<file path="config.mk">
export PLATFORM = sky130hd
export DESIGN_NAME = multiline_dot_stuffing_parser
export DESIGN_NICKNAME = d
export VERILOG_FILES = /design/src/rtl/mdsp_pkg.sv /design/src/rtl/multiline_dot_stuffing_parser.sv
export SDC_FILE = /design/constraint.sdc
export NUM_CORES = 1
export LEC_CHECK = 0
export ABC_AREA = 1
export BUFFER_PORTS_ARGS = -buffer_cell sky130_fd_sc_hd__buf_2
export CAP_MARGIN = 20
export CORE_MARGIN = 4
export CORE_UTILIZATION = 30
export CTS_BUF_LIST = sky130_fd_sc_hd__clkbuf_4
export CTS_CLUSTER_SIZE = 14
export DETAILED_ROUTE_END_ITERATION = 6
export SYNTH_ARGS = -nofsm -noshare
export SYNTH_HDL_FRONTEND = slang
export SYNTH_SLANG_ARGS = --single-unit
export TNS_END_PERCENT = 20
</file>
<file path="constraint.sdc">
create_clock -name clk_i -period 5.45 [get_ports clk_i]
set_input_delay 1.09 -clock clk_i [delete_from_list [all_inputs] [get_ports clk_i]]
set_output_delay 1.09 -clock clk_i [all_outputs]
set_load 0.01 [all_outputs]
</file>
<file path="src/rtl/mdsp_pkg.sv">
// Package for the multi-line dot-stuffing parser: phase codes, status codes,
// byte constants and the result entry type. No dependencies.
`default_nettype none

package mdsp_pkg;

  // Longest line in bytes before the parser flags an error
  localparam int unsigned MAX_LINE   = 512;
  localparam int unsigned LINE_CNT_W = 10;

  // Depth of the result queue (power of two, at least 4)
  localparam int unsigned OUT_DEPTH_DEF = 4;

  // Parser phase codes
  localparam logic [2:0] PH_FIRST = 3'd0;
  localparam logic [2:0] PH_BODY  = 3'd1;
  localparam logic [2:0] PH_DOT   = 3'd2;
  localparam logic [2:0] PH_DOTCR = 3'd3;
  localparam logic [2:0] PH_DONE  = 3'd4;
  localparam logic [2:0] PH_ERROR = 3'd5;

  // Status codes carried on every result
  localparam logic [1:0] ST_RUN  = 2'd0;
  localparam logic [1:0] ST_DONE = 2'd1;
  localparam logic [1:0] ST_ERR  = 2'd2;

  localparam logic [7:0] CH_CR  = 8'h0D;
  localparam logic [7:0] CH_LF  = 8'h0A;
  localparam logic [7:0] CH_DOT = 8'h2E;

  typedef struct packed {
    logic [7:0] data;
    logic       has_byte;
    logic       to_first_line;
    logic       last;
    logic [1:0] status;
  } res_t;

endpackage : mdsp_pkg

`default_nettype wire

</file>
<file path="src/rtl/multiline_dot_stuffing_parser.sv">
// Multi-line dot-stuffing parser, top level: parse logic plus result queue.
// Depends on mdsp_pkg.
//
//   Channel | Direction | Handshake                  | Payload
//   --------+-----------+----------------------------+------------------------------------
//   in      | sink      | in_valid_i / in_stall_o    | in_byte_i
//   out     | source    | out_valid_o / out_stall_i  | out_byte_o, out_has_byte_o,
//           |           |                            | out_to_first_line_o, out_last_o,
//           |           |                            | out_status_o
//   cfg     | sink      | cfg_we_i                   | cfg_wdata_i (unstuff_mode)
//
// Cycles: one byte is taken per cycle while in_stall_o is low; its one or two
//   results are written into the result queue at the accepting edge and leave it one per cycle.
//   Sustained rate is one byte per cycle while bytes make one result each;
//   two-result bytes are limited by the single-entry-per-cycle output.
// Reset: phase goes to first line, counters clear, unstuff mode is set.
// Stalls: in_stall_o rises when the queue cannot take two more entries;
//   out_stall_i simply holds the queue head.
`default_nettype none

module multiline_dot_stuffing_parser #(
  parameter int unsigned OUT_DEPTH = mdsp_pkg::OUT_DEPTH_DEF
) (
  input  wire logic       clk_i,
  input  wire logic       rst_ni,
  // configuration
  input  wire logic       cfg_we_i,
  input  wire logic       cfg_wdata_i,
  // input bytes
  input  wire logic       in_valid_i,
  output logic            in_stall_o,
  input  wire logic [7:0] in_byte_i,
  // results
  output logic            out_valid_o,
  input  wire logic       out_stall_i,
  output logic [7:0]      out_byte_o,
  output logic            out_has_byte_o,
  output logic            out_to_first_line_o,
  output logic            out_last_o,
  output logic [1:0]      out_status_o
);

  localparam int unsigned PtrW = $clog2(OUT_DEPTH);
  localparam int unsigned CntW = $clog2(OUT_DEPTH + 1);
  localparam logic [CntW-1:0] StallAt = CntW'(OUT_DEPTH - 2);
  localparam logic [mdsp_pkg::LINE_CNT_W-1:0] MaxLine =
    mdsp_pkg::LINE_CNT_W'(mdsp_pkg::MAX_LINE);

  // ------------------------------------------------------------------
  // Parser state
  // ------------------------------------------------------------------
  logic                              unstuff_q;
  logic [2:0]                        phase_q, phase_d;
  logic                              cr_q, cr_d;
  logic [mdsp_pkg::LINE_CNT_W-1:0]   lcnt_q, lcnt_d;

  logic       in_fire;
  logic       out_fire;
  logic [1:0] e_n;         // bytes emitted by this input byte
  logic [7:0] e0, e1;
  logic       e0_first;
  logic       line_end;
  logic [1:0] st;
  mdsp_pkg::res_t ent0, ent1;

  assign in_fire  = in_valid_i && !in_stall_o;
  assign out_fire = out_valid_o && !out_stall_i;

  // One pass of the parse: next state and emitted bytes from the current
  // state and the incoming byte.
  always_comb begin
    phase_d  = phase_q;
    cr_d     = cr_q;
    lcnt_d   = lcnt_q;
    e_n      = 2'd0;
    e0       = '0;
    e1       = '0;
    e0_first = 1'b0;
    line_end = 1'b0;
    if (phase_q != mdsp_pkg::PH_DONE && phase_q != mdsp_pkg::PH_ERROR &&
        phase_q <= mdsp_pkg::PH_ERROR) begin
      unique case (phase_q)
        mdsp_pkg::PH_FIRST: begin
          // status line passes through untouched
          e_n      = 2'd1;
          e0       = in_byte_i;
          e0_first = unstuff_q;
          if (in_byte_i == mdsp_pkg::CH_LF) begin
            phase_d  = mdsp_pkg::PH_BODY;
            line_end = 1'b1;
          end
        end
        mdsp_pkg::PH_BODY: begin
          if (in_byte_i == mdsp_pkg::CH_DOT && lcnt_q == '0) begin
            if (!unstuff_q) begin
              e_n = 2'd1;
              e0  = in_byte_i;
            end
            phase_d = mdsp_pkg::PH_DOT;
            cr_d    = 1'b0;
          end else if (in_byte_i == mdsp_pkg::CH_CR) begin
            // CR is held back in unstuff mode until its LF turns up
            if (!unstuff_q) begin
              e_n = 2'd1;
              e0  = in_byte_i;
            end
            cr_d = 1'b1;
          end else if (in_byte_i == mdsp_pkg::CH_LF) begin
            if (cr_q) begin
              if (unstuff_q) begin
                e_n = 2'd2;
                e0  = mdsp_pkg::CH_CR;
                e1  = mdsp_pkg::CH_LF;
              end else begin
                e_n = 2'd1;
                e0  = mdsp_pkg::CH_LF;
              end
              cr_d     = 1'b0;
              line_end = 1'b1;
            end else if (!unstuff_q) begin
              // bare LF gains a CR
              e_n      = 2'd2;
              e0       = mdsp_pkg::CH_CR;
              e1       = mdsp_pkg::CH_LF;
              line_end = 1'b1;
            end else begin
              phase_d = mdsp_pkg::PH_ERROR;
            end
          end else begin
            e_n = 2'd1;
            e0  = in_byte_i;
          end
        end
        mdsp_pkg::PH_DOT: begin
          if (unstuff_q) begin
            if (in_byte_i == mdsp_pkg::CH_CR) begin
              phase_d = mdsp_pkg::PH_DOTCR;
              cr_d    = 1'b0;
            end else if (in_byte_i == mdsp_pkg::CH_DOT) begin
              e_n     = 2'd1;
              e0      = mdsp_pkg::CH_DOT;
              phase_d = mdsp_pkg::PH_BODY;
              cr_d    = 1'b0;
            end else begin
              phase_d = mdsp_pkg::PH_ERROR;
            end
          end else begin
            // stuffing: the extra dot, then the byte itself
            phase_d = mdsp_pkg::PH_BODY;
            cr_d    = (in_byte_i == mdsp_pkg::CH_CR);
            if (in_byte_i == mdsp_pkg::CH_LF) begin
              phase_d = mdsp_pkg::PH_ERROR;
            end
            e_n = 2'd2;
            e0  = mdsp_pkg::CH_DOT;
            e1  = in_byte_i;
          end
        end
        default: begin
          // after dot CR: only LF completes the terminator
          phase_d = (in_byte_i == mdsp_pkg::CH_LF) ? mdsp_pkg::PH_DONE
                                                   : mdsp_pkg::PH_ERROR;
        end
      endcase

      if (line_end) begin
        lcnt_d = '0;
      end else if (lcnt_q >= MaxLine) begin
        phase_d = mdsp_pkg::PH_ERROR;
      end else begin
        lcnt_d = lcnt_q + 1'b1;
      end
    end
  end

  always_comb begin
    if (phase_d == mdsp_pkg::PH_DONE) begin
      st = mdsp_pkg::ST_DONE;
    end else if (phase_d >= mdsp_pkg::PH_ERROR) begin
      st = mdsp_pkg::ST_ERR;
    end else begin
      st = mdsp_pkg::ST_RUN;
    end
  end

  // Result entries; a byte with no output gives one status-only entry.
  always_comb begin
    ent0.data          = e0;
    ent0.has_byte      = (e_n != 2'd0);
    ent0.to_first_line = e0_first;
    ent0.last          = (e_n != 2'd2);
    ent0.status        = st;
    ent1.data          = e1;
    ent1.has_byte      = 1'b1;
    ent1.to_first_line = 1'b0;
    ent1.last          = 1'b1;
    ent1.status        = st;
  end

  always_ff @(posedge clk_i or negedge rst_ni) begin
    if (!rst_ni) begin
      unstuff_q <= 1'b1;
      phase_q   <= mdsp_pkg::PH_FIRST;
      cr_q      <= 1'b0;
      lcnt_q    <= '0;
    end else begin
      if (cfg_we_i) begin
        unstuff_q <= cfg_wdata_i;
      end
      if (in_fire) begin
        phase_q <= phase_d;
        cr_q    <= cr_d;
        lcnt_q  <= lcnt_d;
      end
    end
  end

  // ------------------------------------------------------------------
  // Result queue: up to two entries in per transfer, one out
  // ------------------------------------------------------------------
  mdsp_pkg::res_t      q_mem [OUT_DEPTH];
  logic [PtrW-1:0]     wr_ptr_q, rd_ptr_q;
  logic [CntW-1:0]     cnt_q, cnt_d;
  logic [CntW-1:0]     wr_n;

  assign wr_n = in_fire ? ((e_n == 2'd2) ? CntW'(2) : CntW'(1)) : '0;
  assign cnt_d = cnt_q + wr_n - CntW'(out_fire);

  always_ff @(posedge clk_i or negedge rst_ni) begin
    if (!rst_ni) begin
      wr_ptr_q <= '0;
      rd_ptr_q <= '0;
      cnt_q    <= '0;
    end else begin
      cnt_q <= cnt_d;
      if (in_fire) begin
        wr_ptr_q <= wr_ptr_q + PtrW'(wr_n);
      end
      if (out_fire) begin
        rd_ptr_q <= rd_ptr_q + 1'b1;
      end
    end
  end

  always_ff @(posedge clk_i) begin
    if (in_fire) begin
      q_mem[wr_ptr_q] <= ent0;
      if (e_n == 2'd2) begin
        q_mem[wr_ptr_q + 1'b1] <= ent1;
      end
    end
  end

  assign in_stall_o          = (cnt_q > StallAt);
  assign out_valid_o         = (cnt_q != '0);
  assign out_byte_o          = q_mem[rd_ptr_q].data;
  assign out_has_byte_o      = q_mem[rd_ptr_q].has_byte;
  assign out_to_first_line_o = q_mem[rd_ptr_q].to_first_line;
  assign out_last_o          = q_mem[rd_ptr_q].last;
  assign out_status_o        = q_mem[rd_ptr_q].status;

  // ------------------------------------------------------------------
  // Assertions
  // ------------------------------------------------------------------
  a_no_overflow: assert property (@(posedge clk_i) disable iff (!rst_ni)
    cnt_q <= CntW'(OUT_DEPTH))
    else $error("result queue overflow");

  a_result_follows: assert property (@(posedge clk_i) disable iff (!rst_ni)
    in_fire |=> out_valid_o)
    else $error("accepted byte left no result");

  a_done_sticky: assert property (@(posedge clk_i) disable iff (!rst_ni)
    phase_q == mdsp_pkg::PH_DONE |=> phase_q == mdsp_pkg::PH_DONE)
    else $error("left done phase");

  a_error_sticky: assert property (@(posedge clk_i) disable iff (!rst_ni)
    phase_q == mdsp_pkg::PH_ERROR |=> phase_q == mdsp_pkg::PH_ERROR)
    else $error("left error phase");

  a_status_only_last: assert property (@(posedge clk_i) disable iff (!rst_ni)
    out_valid_o && !out_has_byte_o |-> out_last_o && !out_to_first_line_o)
    else $error("status-only result not marked last");

endmodule : multiline_dot_stuffing_parser

`default_nettype wire
</file>
Word level (Yosys, flattened, before mapping)
Memories as Yosys holds them, arrays and structs flattened.
Index checks and enable logic that the tools add are counted.
{"block": "totals", "register_bits": 22, "latch_bits": 0, "ramBits": 52, "rom_bits": 0, "input_bits": 14, "out_inout_bits": 15, "mem_count": 1}
{"memory": "q_mem", "words": 4, "word_bits": 13, "read_ports": 1, "rd_clocked_by_memory_dff": 0, "wr": 2, "line": "multiline_dot_stuffing_parser.sv:221", "text": "mdsp_pkg::res_t q_mem [OUT_DEPTH];"}
{"block": "op_classes", "n_addsub": 6, "mul": 0, "n_div": 0, "n_lt_le_gt_ge": 4, "eq_ne": 13, "shifts": 0, "muxes": 75, "bitwise": 0, "n_reduce_logical": 14}
{"cell": "8-bit two-way mux", "n": 12}
{"cell": "3-bit two-way mux", "n": 14}
{"cell": "1-bit two-way mux", "n": 24}
{"cell": "2-bit two-way mux", "n": 12}
{"cell": "8-bit case mux with 3 select lines", "n": 1}
{"cell": "10-bit two-way mux", "n": 2}
{"cell": "8-bit by 4-bit equality test with 1-bit output, second input constant", "n": 2}
{"cell": "8-bit case mux with 2 select lines", "n": 1}
{"cell": "4-bit two-way mux", "n": 3}
{"cell": "6-bit two-way mux", "n": 2}
{"cell": "10-bit by 1-bit adder with 10-bit output, second input constant", "n": 1}
{"cell": "10-bit >= comparator, second input constant", "n": 1}
{"cell": "10-bit zero test", "n": 1}
{"cell": "3-bit case mux with 3 select lines", "n": 1}
{"cell": "8-bit by 6-bit equality test with 1-bit output, second input constant", "n": 1}
{"cell": "4-bit inequality test, second input constant", "n": 2}
{"cell": "3-bit inequality test, second input constant", "n": 2}
{"cell": "2-bit case mux with 3 select lines", "n": 1}
{"cell": "1-bit logical AND", "n": 5}
{"cell": "5-bit AND reduction", "n": 1}
{"cell": "2-bit by 1-bit adder with 2-bit output, second input constant", "n": 2}
{"cell": "2-bit inequality test, second input constant", "n": 2}
{"cell": "1-bit case mux with 2 select lines", "n": 2}
{"cell": "2-bit nonzero test", "n": 2}
{"cell": "other kinds (14)", "n": 15}

Longest topological paths before layout
Gate-level depths: netlist of the first run.
{"block": "logic_depth", "word_depth": 12, "depth_mapped": 16, "ltp_nobuf": 16}

Worst setup path after synthesis of the first run
OpenSTA, ideal clock, no wires.
{"block": "synth_path", "kind": "input to register", "from": "input port in_byte_i[6]", "to": "register cnt_q[2]", "setup_time_ns": 0.129, "arrival_ns": 3.069, "slack_ns": 2.253, "stages": 16, "cell_sequence": "inv_1 nand2_1 nor2_4 nand2_4 inv_2 nand3_4 nand2_4 nand3_1 nand2_1 ha_1 inv_1 ha_1 inv_1 fa_1 xnor2_1 xor2_1"}
{"block": "synth_via", "elab_chain_cells": 11, "elab_cells_between_ends": 17, "classes_between": "add/sub (2); eq/ne (4); mux (10); reduce/logical (1)"}
{"item": "start, declared", "line": "multiline_dot_stuffing_parser.sv:32", "text": "input wire logic [7:0] in_byte_i,"}
{"item": "8-bit by 6-bit equality test with 1-bit output / 8-bit by 4-bit equality test with 1-bit output (equally long branches)", "line": "multiline_dot_stuffing_parser.sv:94, multiline_dot_stuffing_parser.sv:139, multiline_dot_stuffing_parser.sv:108"}
{"item": "1-bit two-way mux / 2-bit two-way mux (equally long branches)", "line": "multiline_dot_stuffing_parser.sv:139, multiline_dot_stuffing_parser.sv:108"}
{"item": "1-bit two-way mux / 2-bit two-way mux (equally long branches)", "line": "multiline_dot_stuffing_parser.sv:136, multiline_dot_stuffing_parser.sv:101"}
{"item": "2-bit two-way mux, on equally long branches", "line": "multiline_dot_stuffing_parser.sv:135, multiline_dot_stuffing_parser.sv:94"}
{"item": "2-bit case mux with 3 select lines *", "line": "multiline_dot_stuffing_parser.sv:82", "text": "unique case (phase_q)"}
{"item": "2-bit two-way mux *", "line": "multiline_dot_stuffing_parser.sv:80", "text": "if (phase_q != mdsp_pkg::PH_DONE && phase_q != mdsp_pkg::PH_ERROR &&"}
{"item": "2-bit equality test *", "line": "multiline_dot_stuffing_parser.sv:226", "text": "assign wr_n = in_fire ? ((e_n == 2'd2) ? CntW'(2) : CntW'(1)) : '0;"}
{"item": "2-bit two-way mux * (2 in a row)", "line": "multiline_dot_stuffing_parser.sv:226"}
{"item": "3-bit by 2-bit adder with 3-bit output *", "line": "multiline_dot_stuffing_parser.sv:227", "text": "assign cnt_d = cnt_q + wr_n - CntW'(out_fire);"}
{"item": "3-bit by 1-bit subtractor with 3-bit output *", "line": "multiline_dot_stuffing_parser.sv:227"}
{"item": "net cnt_d[2]", "line": "multiline_dot_stuffing_parser.sv:223", "text": "logic [CntW-1:0] cnt_q, cnt_d;"}
{"item": "end signal, assigned", "line": "multiline_dot_stuffing_parser.sv:235", "text": "cnt_q <= cnt_d;"}
{"item": "end, declared", "line": "multiline_dot_stuffing_parser.sv:223"}
Mark *: on every way through the listed nets, which the timed path passes. The rest lies on a longest branch.
A chain may end at the register's enable or synchronous reset.

Worst setup path in the final report of the first run
{"block": "layout_path", "from": "register rd_ptr_q[0]", "to": "output port out_has_byte_o"}
{"block": "layout_via", "elab_chain_cells": 1}
{"item": "start, declared", "line": "multiline_dot_stuffing_parser.sv:222", "text": "logic [PtrW-1:0] wr_ptr_q, rd_ptr_q;"}
{"item": "start signal, assigned", "line": "multiline_dot_stuffing_parser.sv:240", "text": "rd_ptr_q <= rd_ptr_q + 1'b1;"}
{"item": "memory read 4 x 13 bit"}
{"item": "end, declared", "line": "multiline_dot_stuffing_parser.sv:37", "text": "output logic out_has_byte_o,"}
No other way between the ends.

==> flow_summary.json, run 1 <==
{
  "initial_core_util": 0.308,
  "max_cap_viol_count": 0,
  "core_um2": 14600,
  "crit_required_ns": 4.36,
  "dpl_worst_slack_ns": 1.87,
  "max-vdd-ir-drop_uv": 152,
  "r2r_end": "cnt_q[2]",
  "synth_cell_types": 43,
  "firstDrtPassIters": 5,
  "synthesis.area_um2": 4510,
  "drv_slew": 0,
  "cts_setup_buffers": 0,
  "hold_depth": 1,
  "first_global_vias": 3770,
  "ys_ff_latch": 74,
  "final_nets": 613,
  "track_usage": 0.143,
  "hold_end": "q_mem[2][2]",
  "antenna_found_initial": 0,
  "area_growth_pct": 11.0,
  "die-width_um": 131,
  "drtIter0Drc": 383,
  "clk_latency_ns": 0.44,
  "yosysWarnings": 0,
  "ys_seq_area_frac": 0.442,
  "clk_pin_slew_ns": 0.12,
  "hold_path_startpoint": "q_mem[2][2]",
  "finalHoldViolCount": 0,
  "hold_path_class": "reg -> reg",
  "rsz0062_at_grt": "false",
  "grt_max_degree": 30,
  "clk_path_buf_depth": 2,
  "layout_commonest_cell": "nand2_1",
  "powerDensity_nw_per_um2": 372,
  "cts_tree": "built",
  "io_buffers": 28,
  "p_leak_nw": 2.23,
  "finalCritPeriodShare": 0.603,
  "die_area_um2": 17000,
  "drc": 0,
  "syn_nets": 585,
  "ioPinCount": 29,
  "cts-root-buf": "clkbuf_4",
  "overflow": 0,
  "place.gp.congestion": 0.905,
  "setup_viol": 0,
  "drtAntennaViolNets": 0,
  "worstReg2RegStart": "unstuff_q",
  "relSlewSlack": 0.482,
  "grt_pass1_wl_mm": 19.1,
  "fin_skew_ns": 0.0203,
  "synth_area_leaders": "edfxtp_1 27%, dfrtp_1 12%, nand2_1 11%",
  "wl_per_cell_um": 15.0,
  "crit_type": "reg -> out",
  "finalWorstPathRequiredPeriod_ns": 3.29,
  "synthArstFlopShare": 0.297,
  "reg2reg_depth": 16,
  "tightest_slew_ns": 0.777,
  "routed_via_density": 4.96,
  "vias": 3862,
  "r2r_slack_ns": 2.29,
  "synth_edf_count": 40,
  "status": "finished clean",
  "htree_levels": 3,
  "setup.worst_path.end_class": "output pin",
  "dp_hpwl_mm": 8.72,
  "synth_top_area_cell": "edfxtp_1",
  "avgSynthCellArea_um2": 8.02,
  "postRouteWirelength_mm": 11.7,
  "drive_gt1_frac": 0.158,
  "whs_ns": 0.483,
  "dominantRegCellSynth": "edfxtp_1",
  "fin_cells": 779,
  "clkSinkCount": 74,
  "final.fill_count": 1554,
  "hold_buffers": 0,
  "start_kind": "flip-flop",
  "die_h_um": 131,
  "insertedDiodeCount": 0,
  "synth_cells": 562,
  "mostFrequentLayoutCells": "138 x nand2_1, 72 x nor2_1, 68 x inv_1",
  "dp_cells": 763,
  "fin_ws_ns": 2.16,
  "critPathMaxFanout": 29,
  "yosysTopAreaCellShare": 0.267,
  "rows": 44,
  "cts_inserted_buffers": 9,
  "arrival_ns": 2.20,
  "cts_resized": 0,
  "fmax_mhz": 304,
  "setup-tns-final_ns": 0
}
-- registers in the layout (all words and copies together) (netlist names) --
name / flops
lcnt_q: 10
unstuff_q: 1
q_mem: 52
phase_q: 3
rd_ptr_q: 2
cr_q: 1
wr_ptr_q: 2
cnt_q: 3
-- final cells by class --
cell class	instances	area [um^2]	area share
sequential	74	1990	0.399
timing repair buffer	29	148	0.0295
inverter	79	297	0.0593
clock buffer	10	75.1	0.0150
clock inverter	6	113	0.0225
tap	184	230	0.0460
multi-input combinational	397	2150	0.429
-- metal layers --
metal  track usage  routed length, um
met5             0                  0
met4        0.0327                140
met3        0.0297                604
met2         0.249               5840
met1         0.184               5100
-- report_power, final --
part	leakage, nW	switching, W	internal [W]
sequential	0.692	0.0000719	0.000694
combinational	1.44	0.000434	0.000218
clock	0.101	0.000202	0.000240
total	2.23	0.000708	0.00115
-- how the worst max path moves through the flow --
stage            startpoint        endpoint  slack, ns  depth (start not counted)
2_1_floorplan  in_byte_i[6]        cnt_q[2]       2.25                         16
5_1_grt         rd_ptr_q[0]  out_has_byte_o       1.94                          5
4_1_cts         rd_ptr_q[0]  out_has_byte_o       2.13                          5
6_report        rd_ptr_q[0]  out_has_byte_o       2.16                          5
3_5_place_dp   in_byte_i[7]        cnt_q[2]       1.87                         17
3_3_place_gp   in_byte_i[7]        cnt_q[2]       1.94                         17
-- worst max-delay path, cell delays in order (launching register included) --
cell and delay [ns]:
dfrtp_1 0.38, buf_4 0.23, inv_1 0.61, o21ai_0 0.16, o22ai_1 0.21, buf_2 0.18
-- stage by stage --
step | power (W) | area (um^2) | util
final | 0.00186 | 5000 | 0.342
after global routing | 0.00200 | 5000 | 0.342
after CTS | 0.00188 | 5000 | 0.342
after detailed placement | 0.00144 | 4810 | 0.329
after global placement | 0.00143 | 4810 | 0.329
after floorplan | 0.00121 | 4510 | -
-- synth_stat cells, types with 2 or more instances --
master,instances
a21oi_1,8
xor2_1,6
inv_1,68
inv_2,11
nor2_4,6
o21ai_1,5
o21ai_0,51
nor3_1,6
dfxtp_1,12
buf_6,3
o21ai_2,6
or2_2,2
nand4_1,12
nand4_4,3
o22ai_1,18
nand3_2,2
nor2_1,72
nor3_4,2
nand3_1,25
dfrtp_1,21
o21a_1,4
ha_1,8
nand3_4,3
nand2_1,138
clkbuf_1,7
nand2_2,3
nand2_4,4
edfxtp_1,40
nand4_2,2
-- cells by family after synthesis --
| logic type | after synthesis | share of synthesized area |
|---|---|---|
| and+or+nand+nor | 283 | 0.309 |
| AOI/OAI and AO/OA | 98 | 0.127 |
| buffers and inverters | 91 | 0.0816 |
| DFF | 74 | 0.442 |
| adders and majority gates | 9 | 0.0267 |
| xor gates and xnor gates | 7 | 0.0136 |
No activity file was read; power rests on OpenSTA's default activity.
==> run 2, diff against run 1 <==
- ABC_AREA: 1 -> 0
- clock period: 5.45 -> 2.8 ns (I/O delays scaled with it)
==> run 2 against run 1 <==
Compared with the run above: routed wire length decreased by 4.9%; clock power rose by 63%; critical path type is now reg -> reg; global-route usage shrank 0.12 points; register-to-register slack worse by 2.2 ns; clock-buffer cell count decreased by 1.
==> flow_summary.json, run 2 <==
{
  "grt_pass1_wl_mm": 18.5,
  "track_usage": 0.142,
  "setup_viol": 0,
  "yosysWarnings": 0,
  "rows": 43,
  "finalWorstPathRequiredPeriod_ns": 2.71,
  "powerDensity_nw_per_um2": 620,
  "ys_ff_latch": 74,
  "synthesis.area_um2": 4310,
  "io_buffers": 28,
  "clk_pin_slew_ns": 0.15,
  "finalCritPeriodShare": 0.969,
  "rsz0062_at_grt": "true",
  "insertedDiodeCount": 0,
  "relSlewSlack": 0.512,
  "setup.worst_path.end_class": "flip-flop",
  "first_global_vias": 3502,
  "regMostFlops": "q_mem",
  "antenna_found_initial": 0,
  "seqPwrFrac": 0.453,
  "grt_max_degree": 23,
  "max-vdd-ir-drop_uv": 269,
  "hold_path_class": "in -> async",
  "firstDrtPassIters": 4,
  "combinationalPowerShare": 0.320,
  "initial_core_util": 0.308,
  "synth_cells": 396,
  "ioPinCount": 29,
  "drtAntennaViolNets": 0,
  "drtIter0Drc": 217,
  "p_leak_nw": 1.90,
  "dpl_worst_slack_ns": -0.285,
  "synthArstFlopShare": 0.297,
  "start_kind": "flip-flop",
  "yosys.cell_count.top_type": "edfxtp_1",
  "drive_gt1_frac": 0.310,
  "cp_top_family": "adder cells",
  "dp_hpwl_mm": 8.30,
  "fin_skew_ns": 0.0191,
  "max_cap_viol_count": 0,
  "slowest_delay_ns": 0.56,
  "critPathMaxFanout": 2,
  "synth_edf_count": 40,
  "setup-tns-final_ns": 0,
  "syn_nets": 419,
  "routed_via_density": 5.29,
  "status": "finished clean",
  "clkSinkCount": 74,
  "fin_ws_ns": 0.0864,
  "avgSynthCellArea_um2": 10.9,
  "die_h_um": 128,
  "synth_cell_types": 69,
  "synth_top_area_cell": "edfxtp_1",
  "drv_slew": 0,
  "wl_per_cell_um": 17.2,
  "final_nets": 486,
  "layout_commonest_cell": "buf_4",
  "finalHoldViolCount": 0,
  "vias": 3429,
  "tightest_slew_ns": 0.731,
  "worstPathCellList": "inv_2 > ha_1 > nor4bb_4 > nand3_2 > a2bb2oi_4 > buf_4 > nand2_1 > ha_1 > fa_2 > xor2_2 > xnor2_1",
  "p_sw_frac": 0.339,
  "die_area_um2": 16400,
  "cts_inserted_buffers": 9,
  "area_growth_pct": 19.4,
  "synthTopCellsByCount": "40 x edfxtp_1, 28 x nand2_1, 24 x nor2_1, 21 x dfrtp_1, 18 x a21oi_1",
  "die-width_um": 128,
  "clk_latency_ns": 0.44,
  "path_common_cell": "ha_1",
  "core_um2": 14000,
  "crit_buf_inv": 2,
  "ys_seq_area_frac": 0.462,
  "crit_type": "reg -> reg",
  "postRouteWirelength_mm": 11.1,
  "cp_slowest_cell": "dfstp_2",
  "p_int_w": 0.00211,
  "htree_levels": 3,
  "overflow": 0,
  "synth_area_leaders": "edfxtp_1 28%, dfrtp_1 12%, mux4_2 6.8%",
  "final.fill_count": 1411,
  "crit_required_ns": 3.13,
  "fmax_mhz": 369,
  "clkPwrFrac": 0.226,
  "mostFrequentLayoutCells": "50 x buf_4, 40 x edfxtp_1, 28 x nand2_1, 28 x buf_2, 23 x nor2_1",
  "reg_top3": "q_mem x52, lcnt_q x10",
  "yosysTopAreaCellShare": 0.279,
  "clk_path_buf_depth": 2,
  "r2r_slack_ns": 0.09,
  "cts-root-buf": "clkbuf_4",
  "cts_tree": "built",
  "drc": 0,
  "arrival_ns": 3.04,
  "largest_reg_flops": 52,
  "place.gp.congestion": 0.893,
  "power_switching_w": 0.00108,
  "dominantRegCellSynth": "edfxtp_1"
}
-- run 2: cell count changes after synthesis, sizes merged, moves of 13 or more --
| cell | delta |
|---|---|
| nand2 | -115 |
| nor2 | -52 |
| o21ai | -46 |
| mux4 | +13 |
| inv | -62 |
| nand3 | -19 |
-- run 2: worst paths after layout --
kind,cells past startpoint,from,end
min,1,rst_ni,wr_ptr_q[1]
min reg2reg,1,q_mem[0][2],q_mem[0][2]
max,11,unstuff_q,cnt_q[2]
max in group asynchronous,1,rst_ni,lcnt_q[5]
max reg2reg,11,unstuff_q,cnt_q[2]
min in group clk_i,2,cfg_we_i,unstuff_q
-- run 2: power groups by stage --
| stage | registers, W | logic [W] | clock network [W] |
|---|---|---|---|
| after floorplan | 0.00139 | 0.000716 | 0 |
| after global placement | 0.00146 | 0.000998 | 0 |
| after detailed placement | 0.00147 | 0.00103 | 0 |
| after CTS | 0.00145 | 0.00104 | 0.000747 |
| after global routing | 0.00147 | 0.00113 | 0.000793 |
| final | 0.00145 | 0.00102 | 0.000722 |
-- run 2: through the flow --
stage               power (W)  hold WS, ns   util  instance area [um^2]  instances
finish                0.00319       0.0761  0.368                  5150        648
global route          0.00340       0.0873  0.368                  5150        648
CTS                   0.00323       0.0557  0.366                  5120        646
detailed placement    0.00250        0.457  0.353                  4940        628
global placement      0.00246        0.445  0.353                  4940        628
floorplan             0.00210        0.264      -                  4320        396
-- run 2: metal layers --
| layer | vias up | track usage | share of wire |
|---|---|---|---|
| li1 | 1647 | - | - |
| met1 | 1679 | 0.188 | 0.45 |
| met2 | 88 | 0.236 | 0.50 |
| met3 | 15 | 0.0304 | 0.041 |
| met4 | 0 | 0.0406 | 0.012 |
| met5 | - | 0 | 0 |
-- run 2: worst reg2reg max path, cell delays in order (launching register included) --
cell	delay (ns)
dfstp_2	0.56
inv_2	0.04
ha_1	0.26
nor4bb_4	0.21
nand3_2	0.16
a2bb2oi_4	0.19
buf_4	0.13
nand2_1	0.05
ha_1	0.31
fa_2	0.41
xor2_2	0.16
xnor2_1	0.12
-- run 2: cell type report --
type                    count  area (um^2)  share of cell area
clock inverters             7         83.8              0.0163
clock buffers               9         67.6              0.0131
multi-input cells         282         2180               0.423
repair buffers             79          536               0.104
flip-flops and latches     74         1990               0.387
well taps                 180          225              0.0437
inverters                  17         63.8              0.0124
-- run 2: logic make-up after synthesis --
kind of cell,count (synthesis),share of synthesized area
multiplexers,14,0.0705
adder cells (fa/ha/maj),9,0.0279
buffers and inverters,40,0.0406
AO/OA/AOI/OAI,92,0.152
AND/OR/NAND/NOR,157,0.226
XOR/XNOR,10,0.0203
flip-flops,74,0.462
-- run 2: repair_timing --
action                                 4_1_cts  5_1_grt
setup buffers                                2        2
gates cloned                                 0        0
hold buffers                                 0        0
pin swaps                                    2        2
resized for setup                            2        3
setup endpoints to repair                    2        2
endpoints found under the hold margin        0        0
==> run 3, diff against run 2 <==
- REMOVE_ABC_BUFFERS: not set -> 1
==> run 3 against run 2 <==
Compared with the run above: sequential cell count unchanged; total power fell by 1.6%; largest cell class unchanged; sequential power about the same; critical endpoint unchanged; clock skew grew 0.0013 ns; highest routed layer unchanged; non-clock buffer count rose by 4; die area is the same; combinational power is essentially flat.
==> flow_summary.json, run 3 (synthesis results as in run 2) <==
{
  "die-width_um": 128,
  "crit_buf_inv": 4,
  "arrival_ns": 3.06,
  "fin_skew_ns": 0.0204,
  "setup_viol": 0,
  "firstDrtPassIters": 5,
  "die_area_um2": 16400,
  "finalPower_w": 0.00314,
  "drtAntennaViolNets": 0,
  "setup-tns-final_ns": 0,
  "insertedDiodeCount": 0,
  "setup.worst_path.end_class": "flip-flop",
  "crit_required_ns": 3.11,
  "cts-root-buf": "clkbuf_4",
  "tightest_slew_ns": 0.716,
  "drive_gt1_frac": 0.307,
  "area_growth_pct": 19.9,
  "reg_top3": "q_mem x52, lcnt_q x10",
  "start_kind": "flip-flop",
  "mostFrequentLayoutCells": "53 x buf_4, 40 x edfxtp_1, 28 x nand2_1, 28 x buf_2, 23 x nor2_1",
  "place.gp.congestion": 0.919,
  "cts_tree": "built",
  "vias": 3468,
  "worstPathCellList": "inv_1 > ha_1 > nor4bb_4 > nand3_2 > a2bb2oi_4 > nor2_2 > inv_1 > ha_1 > inv_1 > ha_1 > inv_1 > fa_2 > xor2_1 > xnor2_1",
  "cp_slowest_cell": "dfstp_2",
  "hold_path_class": "in -> async",
  "overflow": 0,
  "hold_buffers": 0,
  "first_global_vias": 3437,
  "dp_hpwl_mm": 8.38,
  "powerDensity_nw_per_um2": 607,
  "cp_top_family": "adder cells",
  "rsz0062_at_grt": "true",
  "track_usage": 0.137,
  "cts_inserted_buffers": 9,
  "status": "finished clean",
  "drv_slew": 0,
  "clk_path_buf_depth": 2,
  "path_common_cell": "inv_1",
  "postRouteWirelength_mm": 10.9,
  "htree_levels": 3,
  "die_h_um": 128,
  "crit_type": "reg -> reg",
  "routed_via_density": 5.32,
  "grt_pass1_wl_mm": 17.9,
  "initial_core_util": 0.308,
  "reg2reg_depth": 14,
  "finalHoldViolCount": 0,
  "clk_latency_ns": 0.44,
  "max_cap_viol_count": 0,
  "core_um2": 14000,
  "final_nets": 490,
  "grt_max_degree": 23,
  "regMostFlops": "q_mem",
  "fin_cells": 652,
  "layout_commonest_cell": "buf_4",
  "p_leak_nw": 1.91,
  "finalWorstPathRequiredPeriod_ns": 2.75,
  "slowest_delay_ns": 0.54,
  "ioPinCount": 29,
  "cp.depth": 14,
  "relSlewSlack": 0.522,
  "largest_reg_flops": 52,
  "max-vdd-ir-drop_uv": 293,
  "finalCritPeriodShare": 0.982,
  "fmax_mhz": 364,
  "critPathMaxFanout": 2,
  "clkSinkCount": 74,
  "drc": 0,
  "whs_ns": 0.0686,
  "rows": 43,
  "clk_pin_slew_ns": 0.12,
  "wl_per_cell_um": 16.6,
  "antenna_found_initial": 0,
  "dp_cells": 636,
  "io_buffers": 28,
  "drtIter0Drc": 340
}
## run 3: area by class of cell
class / instances / area, um^2
clock buffers: 10 / 75.1
clock inverters: 6 / 66.3
fillers: 1388 / 8820
inverters: 17 / 63.8
multi-input cells: 282 / 2170
flip-flops and latches: 74 / 1990
well taps: 180 / 225
repair buffers: 83 / 578
## run 3: power breakdown
group          leakage (nW)  total, W  internal, W  switching (W)
sequential            0.711   0.00144      0.00131       0.000129
clock                0.0707  0.000673     0.000283       0.000390
combinational          1.13   0.00103     0.000515       0.000514
total                  1.91   0.00314      0.00211        0.00103
## run 3: through the flow
stage               cell area (um^2)  setup WS [ns]  utilization
detailed placement              5000         -0.324        0.358
global route                    5170         -0.118        0.370
floorplan                       4200         -0.297            -
CTS                             5170         0.0196        0.369
global placement                5000         -0.252        0.358
finish                          5170         0.0510        0.370
## run 3: what timing repair did
item / in CTS / in global routing
endpoints found under the setup margin: 1 / 2
resized for setup: 4 / 1
pin swaps: 4 / 0
cloned: 0 / 0
setup buffers: 0 / 0
## run 3: path summary, 6_finish.rpt
kind	startpoint	endpoint	slack (ns)
hold reg to reg	q_mem[2][2]	q_mem[2][2]	0.48
hold / removal	rst_ni	lcnt_q[0]	0.07
max in group asynchronous	rst_ni	unstuff_q	2.36
min in group clk_i	cfg_we_i	unstuff_q	0.27
setup reg to reg	unstuff_q	cnt_q[2]	0.05
setup / recovery	unstuff_q	cnt_q[2]	0.05
## run 3: metal layers
layer / global-route usage / routed length [um]
met1: 0.181 / 4840
met2: 0.226 / 5350
met3: 0.0296 / 497
met4: 0.0387 / 162
met5: 0 / 0
